$ cat src/sv/arc_pkg.sv
`default_nettype none

package arc_pkg;

    // Fixed field widths of the item and result formats.
    localparam int NUM_CORES_DEF = 4;
    localparam int CFG_CORES     = 4;
    localparam int FUNC_W        = 2;
    localparam int CORE_W        = 2;
    localparam int TIME_W        = 32;
    localparam int NOW_W         = 64;
    localparam int ALPHA_W       = 8;
    localparam int PROD_W        = TIME_W + ALPHA_W;
    localparam int MASK_W        = 4;
    localparam int CB_W          = 8;
    localparam int ALU_W         = 64;

    localparam int S_TDATA_W = ((CORE_W + TIME_W + TIME_W + NOW_W + 7) / 8) * 8;
    localparam int S_TUSER_W = FUNC_W;
    localparam int M_TDATA_W = ((MASK_W + CB_W + 7) / 8) * 8;

    localparam int CFG_ADDR_W = 3;
    localparam int CFG_DATA_W = 32;

    // Bit positions inside s_tdata.
    localparam int CORE_LSB    = 0;
    localparam int ELAPSED_LSB = CORE_LSB + CORE_W;
    localparam int NOMINAL_LSB = ELAPSED_LSB + TIME_W;
    localparam int NOW_LSB     = NOMINAL_LSB + TIME_W;

    typedef enum logic [FUNC_W-1:0] {
        FN_MILESTONE = 2'd0,
        FN_FINISH    = 2'd1,
        FN_TICK      = 2'd2
    } func_t;

    typedef enum logic [CFG_ADDR_W-1:0] {
        REG_ALPHA0  = 3'd0,
        REG_ALPHA1  = 3'd1,
        REG_ALPHA2  = 3'd2,
        REG_ALPHA3  = 3'd3,
        REG_MARGIN0 = 3'd4,
        REG_MARGIN1 = 3'd5,
        REG_MARGIN2 = 3'd6,
        REG_MARGIN3 = 3'd7
    } cfg_reg_t;

    // Decision handed from the sequencer to the policy logic.
    typedef enum logic [2:0] {
        OP_NONE   = 3'd0,
        OP_CLEAR  = 3'd1,
        OP_HALT   = 3'd2,
        OP_AHEAD  = 3'd3,
        OP_FINISH = 3'd4,
        OP_HOLD   = 3'd5,
        OP_FREE   = 3'd6
    } pol_op_t;

    typedef struct packed {
        pol_op_t           op;
        logic [CORE_W-1:0] core;
        logic              arm;
    } pol_req_t;

    typedef struct packed {
        logic [CB_W-1:0]   change;
        logic [MASK_W-1:0] mask;
    } pol_res_t;

endpackage

`default_nettype wire

$ cat src/sv/arc_alu.sv
`default_nettype none

// Shared add/subtract unit. On a subtract, carry high means a >= b.
module arc_alu (
    input  wire logic [arc_pkg::ALU_W-1:0] a,
    input  wire logic [arc_pkg::ALU_W-1:0] b,
    input  wire logic                      sub,
    output logic      [arc_pkg::ALU_W-1:0] res,
    output logic                           carry
);
    import arc_pkg::*;

    logic [ALU_W-1:0] b_op;

    assign b_op = sub ? ~b : b;
    assign {carry, res} = {1'b0, a} + {1'b0, b_op} + {{ALU_W{1'b0}}, sub};

endmodule

`default_nettype wire

$ cat src/sv/arc_policy.sv
`default_nettype none

// Halt and release decisions over all cores for one item.
module arc_policy #(
    parameter  int NUM_CORES = arc_pkg::NUM_CORES_DEF,
    localparam int LVL_W     = $clog2(NUM_CORES + 1)
) (
    input  wire arc_pkg::pol_req_t                 req,
    input  wire logic [arc_pkg::MASK_W-1:0]        mask,
    input  wire logic [arc_pkg::CB_W-1:0]          change,
    input  wire logic [LVL_W-1:0]                  lvl [NUM_CORES],
    input  wire logic [NUM_CORES-1:0]              dl_set,
    output arc_pkg::pol_res_t                      res,
    output logic      [LVL_W-1:0]                  lvl_c_next
);
    import arc_pkg::*;

    localparam int CIDX_W = $clog2(NUM_CORES);

    logic [MASK_W-1:0] mask_n;
    logic [CB_W-1:0]   cb_n;
    logic [LVL_W-1:0]  lvl_mod [NUM_CORES];
    logic [LVL_W-1:0]  lvl_c;
    logic [LVL_W-1:0]  start;
    logic [CIDX_W-1:0] ci;
    logic              core_ok;
    logic              blocked;

    assign ci      = req.core[CIDX_W-1:0];
    assign core_ok = ({1'b0, req.core} < (CORE_W + 1)'(NUM_CORES));
    assign lvl_c   = core_ok ? lvl[ci] : LVL_W'(NUM_CORES);

    always_comb begin
        mask_n     = mask;
        cb_n       = change;
        lvl_mod    = lvl;
        lvl_c_next = lvl_c;
        start      = LVL_W'(NUM_CORES);
        blocked    = 1'b0;
        case (req.op)
            OP_CLEAR: begin
                cb_n = '0;
            end
            OP_HALT: begin
                cb_n = '0;
                if (lvl_c > LVL_W'(req.core) + LVL_W'(1)) begin
                    lvl_c_next = lvl_c - LVL_W'(1);
                end
                for (int k = 0; k < NUM_CORES; k++) begin
                    if (LVL_W'(k) >= lvl_c_next && !mask_n[k]) begin
                        mask_n[k] = 1'b1;
                        cb_n[k]   = 1'b1;
                    end
                end
            end
            OP_AHEAD, OP_FINISH: begin
                cb_n       = '0;
                start      = (req.op == OP_AHEAD) ? lvl_c : LVL_W'(req.core);
                lvl_c_next = LVL_W'(NUM_CORES);
                lvl_mod[ci] = lvl_c_next;
                for (int k = 0; k < NUM_CORES; k++) begin
                    blocked = dl_set[k];
                    for (int m = 0; m < NUM_CORES; m++) begin
                        if (lvl_mod[m] <= LVL_W'(k)) begin
                            blocked = 1'b1;
                        end
                    end
                    if (LVL_W'(k) >= start && !blocked && mask_n[k]) begin
                        mask_n[k]        = 1'b0;
                        cb_n[MASK_W + k] = 1'b1;
                    end
                end
                if (req.op == OP_AHEAD && req.arm) begin
                    cb_n[{1'b0, req.core}] = 1'b1;
                end
            end
            OP_HOLD: begin
                if (!mask_n[req.core]) begin
                    mask_n[req.core]       = 1'b1;
                    cb_n[{1'b0, req.core}] = 1'b1;
                end
            end
            OP_FREE: begin
                if (mask_n[req.core]) begin
                    mask_n[req.core]                      = 1'b0;
                    cb_n[3'(MASK_W) + {1'b0, req.core}]   = 1'b1;
                end
            end
            default: begin
            end
        endcase
        res.mask   = mask_n;
        res.change = cb_n;
    end

endmodule

`default_nettype wire

$ cat src/sv/adaptive_core_halt_regulator.sv
`default_nettype none

// Channel   Dir  Ports                        Contents (lowest bit first)
// -------   ---  ---------------------------  -----------------------------------------
// event in  in   s_tvalid s_tready s_tdata    core_id, elapsed_time, nominal_progress, now
//                s_tuser                      func
// result    out  m_tvalid m_tready m_tdata    halted_cores, decision_bits
// config    in   cfg_we cfg_addr cfg_wdata    alpha_core0..3 at 0..3, margin_core0..3 at 4..7
//
// One item is worked at a time. A milestone steps through MUL and CMP, then to APPLY on
// schedule, through SLK when behind, RES, DST and DL when ahead; a finish or an
// ignored item goes straight to APPLY and a tick through TICK, the steps sharing the one
// 64-bit adder. A result waiting in the output register holds the last step until it is
// taken. Reset (aresetn low at a clock edge) clears the halt state, slack and deadlines,
// sets the levels to the core count, every alpha register to one and clears the margins.
module adaptive_core_halt_regulator #(
    parameter int NUM_CORES = arc_pkg::NUM_CORES_DEF
) (
    input  wire logic                           aclk,
    input  wire logic                           aresetn,
    input  wire logic                           s_tvalid,
    output logic                                s_tready,
    // core_id[1:0], elapsed_time[33:2], nominal_progress[65:34], now[129:66], zero pad
    input  wire logic [arc_pkg::S_TDATA_W-1:0]  s_tdata,
    // func[1:0]
    input  wire logic [arc_pkg::S_TUSER_W-1:0]  s_tuser,
    output logic                                m_tvalid,
    input  wire logic                           m_tready,
    // halted_cores[3:0], decision_bits[11:4], zero pad
    output logic      [arc_pkg::M_TDATA_W-1:0]  m_tdata,
    input  wire logic                           cfg_we,
    input  wire logic [arc_pkg::CFG_ADDR_W-1:0] cfg_addr,
    input  wire logic [arc_pkg::CFG_DATA_W-1:0] cfg_wdata
);
    import arc_pkg::*;

    localparam int LVL_W  = $clog2(NUM_CORES + 1);
    localparam int CIDX_W = $clog2(NUM_CORES);

    // The sequencer walks one item through the shared adder, one operation per state.
    typedef enum logic [9:0] {
        ST_IDLE  = 10'b0000000001,
        ST_MUL   = 10'b0000000010,
        ST_CMP   = 10'b0000000100,
        ST_SLK   = 10'b0000001000,
        ST_RES   = 10'b0000010000,
        ST_DST   = 10'b0000100000,
        ST_DL    = 10'b0001000000,
        ST_TICK  = 10'b0010000000,
        ST_APPLY = 10'b0100000000,
        ST_SPARE = 10'b1000000000
    } state_t;

    state_t state_reg, state_next;

    // Configuration registers.
    logic [ALPHA_W-1:0] alpha_reg  [CFG_CORES];
    logic [TIME_W-1:0]  margin_reg [CFG_CORES];

    // Regulator state.
    logic [MASK_W-1:0]  halt_mask_reg;
    logic [CB_W-1:0]    change_reg;
    logic [LVL_W-1:0]   level_reg    [NUM_CORES];
    logic [TIME_W-1:0]  last_slack_reg [NUM_CORES];
    logic [NOW_W-1:0]   deadline_reg [NUM_CORES];

    // Item in flight.
    logic [CORE_W-1:0]  core_reg;
    logic [TIME_W-1:0]  elapsed_reg;
    logic [TIME_W-1:0]  nominal_reg;
    logic [NOW_W-1:0]   now_reg;
    logic [TIME_W-1:0]  setpoint_reg;
    logic [TIME_W-1:0]  slack_reg;
    logic [TIME_W-1:0]  resume_reg;
    logic [NOW_W-1:0]   new_dl_reg;
    logic               arm_reg;
    pol_op_t            op_reg;

    // Result register.
    logic                 m_tvalid_reg;
    logic [M_TDATA_W-1:0] m_tdata_reg;

    logic [CIDX_W-1:0]   ci;
    logic [NUM_CORES-1:0] dl_set;
    logic [PROD_W-1:0]   product;
    logic [ALU_W-1:0]    alu_a, alu_b, alu_res;
    logic                alu_sub, alu_carry;
    logic                res_zero;
    logic                out_free;
    logic                in_fire;
    logic [CORE_W-1:0]   in_core;
    logic                in_core_ok;
    pol_req_t            pol_req;
    pol_res_t            pol_res;
    logic [LVL_W-1:0]    pol_lvl_c;

    assign ci         = core_reg[CIDX_W-1:0];
    assign in_core    = s_tdata[CORE_LSB +: CORE_W];
    assign in_core_ok = ({1'b0, in_core} < (CORE_W + 1)'(NUM_CORES));
    assign s_tready   = (state_reg == ST_IDLE);
    assign in_fire    = s_tvalid && s_tready;
    assign out_free   = !m_tvalid_reg || m_tready;
    assign m_tvalid   = m_tvalid_reg;
    assign m_tdata    = m_tdata_reg;

    // A stored deadline of zero means none is armed.
    always_comb begin
        for (int k = 0; k < NUM_CORES; k++) begin
            dl_set[k] = |deadline_reg[k];
        end
    end

    // Setpoint: nominal progress scaled by alpha, kept modulo 2^32.
    assign product = nominal_reg * {{TIME_W{1'b0}}, alpha_reg[core_reg]};

    // Operand selection for the shared adder.
    always_comb begin
        alu_a   = '0;
        alu_b   = '0;
        alu_sub = 1'b1;
        unique case (state_reg)
            ST_CMP: begin
                alu_a = ALU_W'(elapsed_reg);
                alu_b = ALU_W'(setpoint_reg);
            end
            ST_SLK: begin
                alu_a = ALU_W'(slack_reg);
                alu_b = ALU_W'(last_slack_reg[ci]);
            end
            ST_RES: begin
                alu_a = ALU_W'(setpoint_reg);
                alu_b = ALU_W'(margin_reg[core_reg]);
            end
            ST_DST: begin
                alu_a = ALU_W'(resume_reg);
                alu_b = ALU_W'(elapsed_reg);
            end
            ST_DL: begin
                alu_a   = now_reg;
                alu_b   = ALU_W'(slack_reg);
                alu_sub = 1'b0;
            end
            ST_TICK: begin
                alu_a = now_reg;
                alu_b = deadline_reg[ci];
            end
            default: begin
            end
        endcase
    end

    arc_alu u_alu (
        .a     (alu_a),
        .b     (alu_b),
        .sub   (alu_sub),
        .res   (alu_res),
        .carry (alu_carry)
    );

    assign res_zero = (alu_res[TIME_W-1:0] == '0);

    assign pol_req.op   = op_reg;
    assign pol_req.core = core_reg;
    assign pol_req.arm  = arm_reg;

    arc_policy #(
        .NUM_CORES (NUM_CORES)
    ) u_policy (
        .req        (pol_req),
        .mask       (halt_mask_reg),
        .change     (change_reg),
        .lvl        (level_reg),
        .dl_set     (dl_set),
        .res        (pol_res),
        .lvl_c_next (pol_lvl_c)
    );

    // Next-state logic of the sequencer.
    always_comb begin
        state_next = state_reg;
        unique case (state_reg)
            ST_IDLE: begin
                if (in_fire) begin
                    if (!in_core_ok) begin
                        state_next = ST_APPLY;
                    end else begin
                        case (func_t'(s_tuser[FUNC_W-1:0]))
                            FN_MILESTONE: state_next = ST_MUL;
                            FN_TICK:      state_next = ST_TICK;
                            default:      state_next = ST_APPLY;
                        endcase
                    end
                end
            end
            ST_MUL: state_next = ST_CMP;
            ST_CMP: begin
                if (!alu_carry) begin
                    state_next = ST_RES;
                end else if (res_zero) begin
                    state_next = ST_APPLY;
                end else begin
                    state_next = ST_SLK;
                end
            end
            ST_SLK:  state_next = ST_APPLY;
            ST_RES:  state_next = ST_DST;
            ST_DST:  state_next = ST_DL;
            ST_DL:   state_next = ST_APPLY;
            ST_TICK: state_next = ST_APPLY;
            ST_APPLY: begin
                if (out_free) begin
                    state_next = ST_IDLE;
                end
            end
            default: state_next = ST_IDLE;
        endcase
    end

    // Control registers: sequencer, configuration, regulator state, result valid.
    always_ff @(posedge aclk) begin
        if (!aresetn) begin
            state_reg     <= ST_IDLE;
            m_tvalid_reg  <= 1'b0;
            halt_mask_reg <= '0;
            change_reg    <= '0;
            for (int k = 0; k < CFG_CORES; k++) begin
                alpha_reg[k]  <= ALPHA_W'(1);
                margin_reg[k] <= '0;
            end
            for (int k = 0; k < NUM_CORES; k++) begin
                level_reg[k]      <= LVL_W'(NUM_CORES);
                last_slack_reg[k] <= '0;
                deadline_reg[k]   <= '0;
            end
        end else begin
            state_reg <= state_next;
            if (m_tvalid_reg && m_tready) begin
                m_tvalid_reg <= 1'b0;
            end
            if (cfg_we) begin
                unique case (cfg_reg_t'(cfg_addr))
                    REG_ALPHA0:  alpha_reg[0]  <= cfg_wdata[ALPHA_W-1:0];
                    REG_ALPHA1:  alpha_reg[1]  <= cfg_wdata[ALPHA_W-1:0];
                    REG_ALPHA2:  alpha_reg[2]  <= cfg_wdata[ALPHA_W-1:0];
                    REG_ALPHA3:  alpha_reg[3]  <= cfg_wdata[ALPHA_W-1:0];
                    REG_MARGIN0: margin_reg[0] <= cfg_wdata[TIME_W-1:0];
                    REG_MARGIN1: margin_reg[1] <= cfg_wdata[TIME_W-1:0];
                    REG_MARGIN2: margin_reg[2] <= cfg_wdata[TIME_W-1:0];
                    REG_MARGIN3: margin_reg[3] <= cfg_wdata[TIME_W-1:0];
                    default: begin
                    end
                endcase
            end
            // The last step commits the decision and loads the result together.
            if (state_reg == ST_APPLY && out_free) begin
                halt_mask_reg <= pol_res.mask;
                change_reg    <= pol_res.change;
                m_tvalid_reg  <= 1'b1;
                case (op_reg)
                    OP_HALT: begin
                        level_reg[ci]      <= pol_lvl_c;
                        last_slack_reg[ci] <= slack_reg;
                    end
                    OP_AHEAD: begin
                        level_reg[ci]      <= pol_lvl_c;
                        last_slack_reg[ci] <= '0;
                        if (arm_reg) begin
                            deadline_reg[ci] <= new_dl_reg;
                        end
                    end
                    OP_FINISH: begin
                        level_reg[ci]      <= pol_lvl_c;
                        last_slack_reg[ci] <= '0;
                    end
                    OP_FREE: begin
                        deadline_reg[ci] <= '0;
                    end
                    default: begin
                    end
                endcase
            end
        end
    end

    // Item payload and intermediate results of the shared adder.
    always_ff @(posedge aclk) begin
        case (state_reg)
            ST_IDLE: begin
                core_reg    <= in_core;
                elapsed_reg <= s_tdata[ELAPSED_LSB +: TIME_W];
                nominal_reg <= s_tdata[NOMINAL_LSB +: TIME_W];
                now_reg     <= s_tdata[NOW_LSB +: NOW_W];
                arm_reg     <= 1'b0;
                op_reg      <= OP_NONE;
                if (in_core_ok && func_t'(s_tuser[FUNC_W-1:0]) == FN_FINISH) begin
                    op_reg <= OP_FINISH;
                end
            end
            ST_MUL: begin
                setpoint_reg <= product[TIME_W-1:0];
            end
            ST_CMP: begin
                // Behind schedule keeps the slack; on schedule only clears the report.
                slack_reg <= alu_res[TIME_W-1:0];
                op_reg    <= OP_CLEAR;
            end
            ST_SLK: begin
                op_reg <= alu_carry ? OP_HALT : OP_CLEAR;
            end
            ST_RES: begin
                resume_reg <= alu_res[TIME_W-1:0];
            end
            ST_DST: begin
                // Distance to the resume point; armed only below it and with no deadline.
                slack_reg <= alu_res[TIME_W-1:0];
                arm_reg   <= alu_carry && !res_zero && !dl_set[ci];
            end
            ST_DL: begin
                new_dl_reg <= alu_res;
                op_reg     <= OP_AHEAD;
            end
            ST_TICK: begin
                if (!dl_set[ci]) begin
                    op_reg <= OP_NONE;
                end else begin
                    op_reg <= alu_carry ? OP_FREE : OP_HOLD;
                end
            end
            ST_APPLY: begin
                if (out_free) begin
                    m_tdata_reg <= M_TDATA_W'({pol_res.change, pol_res.mask});
                end
            end
            default: begin
            end
        endcase
    end

`ifndef NO_ASSERTIONS
    // Cores beyond the configured count are never reported halted.
    a_mask_range: assert property (@(posedge aclk) disable iff (!aresetn)
        m_tvalid |-> ((m_tdata[MASK_W-1:0] >> NUM_CORES) == '0))
        else $error("halted core outside the core count");

    // An accepted item keeps the input closed for at least the next cycle.
    a_busy_after_accept: assert property (@(posedge aclk) disable iff (!aresetn)
        (s_tvalid && s_tready) |=> !s_tready)
        else $error("input reopened right after accepting an item");

    // A freshly shown result carries the committed halt mask.
    a_result_mask: assert property (@(posedge aclk) disable iff (!aresetn)
        $rose(m_tvalid) |-> (m_tdata[MASK_W-1:0] == halt_mask_reg))
        else $error("result halt mask differs from committed state");
`endif

endmodule

`default_nettype wire

$ cat config.mk
export PLATFORM = sky130hd
export DESIGN_NAME = adaptive_core_halt_regulator
export DESIGN_NICKNAME = d
export VERILOG_FILES = /design/src/sv/arc_pkg.sv /design/src/sv/arc_alu.sv /design/src/sv/arc_policy.sv /design/src/sv/adaptive_core_halt_regulator.sv
export SDC_FILE = /design/constraint.sdc
export NUM_CORES = 2
export LEC_CHECK = 0
export ABC_AREA = 1
export BUFFER_PORTS_ARGS = -buffer_cell sky130_fd_sc_hd__buf_2
export CAP_MARGIN = 10
export CORE_ASPECT_RATIO = 1.1
export CORE_MARGIN = 1
export CORE_UTILIZATION = 60
export DETAILED_ROUTE_END_ITERATION = 6
export GPL_ROUTABILITY_DRIVEN = 1
export PLACE_DENSITY_LB_ADDON = 0.05
export SLEW_MARGIN = 40
export SYNTH_ARGS = -nofsm -noshare
export SYNTH_HDL_FRONTEND = slang
export SYNTH_SLANG_ARGS = --single-unit
$ cat constraint.sdc
create_clock -name aclk -period 10 [get_ports aclk]
set_input_delay 2 -clock aclk [delete_from_list [all_inputs] [get_ports aclk]]
set_output_delay 2 -clock aclk [all_outputs]
set_load 0.01 [all_outputs]
==> results.md <==
* Slowest CP cell: inv_6
* CTS Buffer Depth at 3
* Sink Count at between 800 and 900
* Die Footprint at 82,200 um2
* Final Hold Viols at 0
* Max Cap Viol at 0
* Largest net degree at the start of global routing at 170
* Ys async rst share at 0
* Result of the run: finished clean
* Final setup viols at 0
* Critical Path RT at between 10,000 and 15,000 ps
* Peak fanout along the critical path at 101
* Post-synth EDFFs at between 800 and 900
* Post-DP HPWL at 103,000 um
* Synth unique cells at 64
* CTS Buf Count at 92
* Cell count after synthesis at roughly 5,100
* Metal-1 WL at ~56,000 um
* GRT Util Overall at 0.361
* Initial core utilization at 0.605
* Most used DFF post-synth: edfxtp_1
* Max-slew violation count at 0
* Commonest cells after routing, fill and taps aside: 1,071 x nor2_1, 850 x edfxtp_1, 755 x nand2_1
* Clk slew on worst S/H paths at roughly 60 ps
* DRC Markers at 0
* RSZ-0062 raised after global routing: false
* Drt pass-1 iters at 6
* # fillers at ~6,500
* Register area share after synthesis at 0.540
* Final worst-path cycle share at 0.737
* IO Port Bufs at 185
* Most common cell after layout, fill and taps aside: nor2_1
* Hold Path Class: flop to flop
* #FFs+latches synth at between 800 and 900
* Critical path's most frequent cell: inv_1
* Utilization after layout at 0.669
* Overflow left after global routing at 0
* Width of the die at between 200 and 300 um
* Layout Skew at slightly below 40 ps
* Tightest Pin Transition at 898 ps
* Final worst setup slack at 2630 ps
* First-pass GRT wire length at ~220,000 um
* Slew HR at 0.401
* Area delta synth->final at 10.5%
* Final Wtd Congestion at 0.981
* Antenna cells at 0
* Worst setup SP type: flop
* Arrival time at the worst endpoint at 7770 ps
* CTS tree: done
* P_leak at ~0.022 uW
* Total number of vias at between 30,000 and 40,000
* Post-DR vias/cell at between 6 and 7
* Crit end category: flop
* Later-pin clock latency in the skew report at ~670 ps
* DR WL/cell at roughly 23 um
* Initial antenna violation count at 9
* Final net count at roughly 5,700
* Max reg flops at 256
* Tmin final at 7370 ps
* Top sig layer: met5
* DRT Wirelength at around 150,000 um
* WL met2 at between 60,000 and 70,000 um
* CTS resizes at 0
* Overall power at just under 20,000 uW
* Vias in the first global route at about 37,000
* Area of the mapped netlist at between 40,000 and 50,000 um2
* 1st-iter DRT viols at roughly 4,400
* F_max at ~0.14 GHz
* Critical path class: flop to flop
* Clk Tree Root Cell: clkbuf_16
* Num rows at roughly 110
* Core box area at about 80,000 um2
* Pre-CTS setup slack at about 2700 ps
* Final TNS setup at 0 ps
* Met3 Wirelength at around 16,000 um
* Critical Path Max Stage Delay at between 600 and 700 ps
* Maximum vdd drop at 0.603 mV
* Num ports at roughly 200
* Ratio of cells with drive above 1 in the final layout at 0.0845
* PwrDens at 366 nW/um2
* Ys Warns at 0
* Die Height at about 300 um
* Hold-fix buffers at CTS at 0
* Routed Antenna Nets at 0
* H-tree levels at 3
* Syn_area_per_cell at ~9.5 um2
* Post-CTS setup buffers at 0
power by group:
group,total (uW),switching [uW],internal (uW)
Combinational,10900,6790,4070
Clock,3570,1490,2080
Sequential,5230,238,5000
synth_stat cells (23+ instances only):
library cell,number,share of area
a21oi_1,213,0.022
nor3_1,25,0.0026
inv_1,581,0.045
edfxtp_1,850,0.53
nand4_1,54,0.0069
dfxtp_1,36,0.015
xnor2_1,23,0.0041
xor2_1,53,0.0095
nor4_1,68,0.0088
o22ai_1,107,0.014
ha_1,111,0.029
nand2_1,758,0.059
nor2_1,1073,0.083
a22oi_1,38,0.0059
nand3_1,171,0.018
clkbuf_1,182,0.014
fa_1,157,0.065
o21ai_0,388,0.040
stage by stage:
step,instances,cell area [um2],hold WS [ps]
floorplan,5134,48600,436
global placement,6196,50500,461
detailed placement,6196,50500,456
CTS,6365,53700,466
global route,6366,53700,497
finish,6366,53700,469
worst paths after layout:
| path | start | end | slack (ps) | cells past startpoint |
|---|---|---|---|---|
| worst min register to register | change_reg[3] | change_reg[3] | 470 | 2 |
| worst min-delay path | change_reg[3] | change_reg[3] | 470 | 2 |
| worst max register to register | flop | setpoint_reg[29] | 2630 | 26 |
| worst max-delay path | flop | setpoint_reg[29] | 2630 | 26 |
layout make-up:
type	instances	area [um2]	area share
Clock buffer	112	2480	0.0462
Multi-Input combinational cell	3425	19400	0.361
Inverter	594	2240	0.0418
Clock inverter	57	642	0.0119
Timing Repair Buffer	238	1380	0.0256
Tap cell	1054	1320	0.0245
Sequential cell	886	26300	0.489
cells by family after synthesis:
logic type,Yosys count,synth area share
other,1,0.0000771
adder cells (fa/ha/maj),268,0.0932
buffers and inverters,823,0.0646
flip-flops,886,0.540
AND/OR/NAND/NOR,2191,0.184
XOR/XNOR,76,0.0137
AO/OA/AOI/OAI,886,0.104
worst max-delay path, delay by kind of cell, from the launching register on:
kind | cells | cell delay [ps]
adder cells (fa/ha/maj) | 5 | 2290
AO/OA/AOI/OAI | 8 | 1740
buffers and inverters | 7 | 1620
AND/OR/NAND/NOR | 5 | 750
flip-flops | 1 | 550
XOR/XNOR | 1 | 80
metal layers:
metal	global-route usage	vias to the layer above
met5	0	-
met4	0.188	6
met3	0.0671	389
met2	0.571	2189
met1	0.478	18600
li1	-	17600
(Power assumes the default switching activity.)
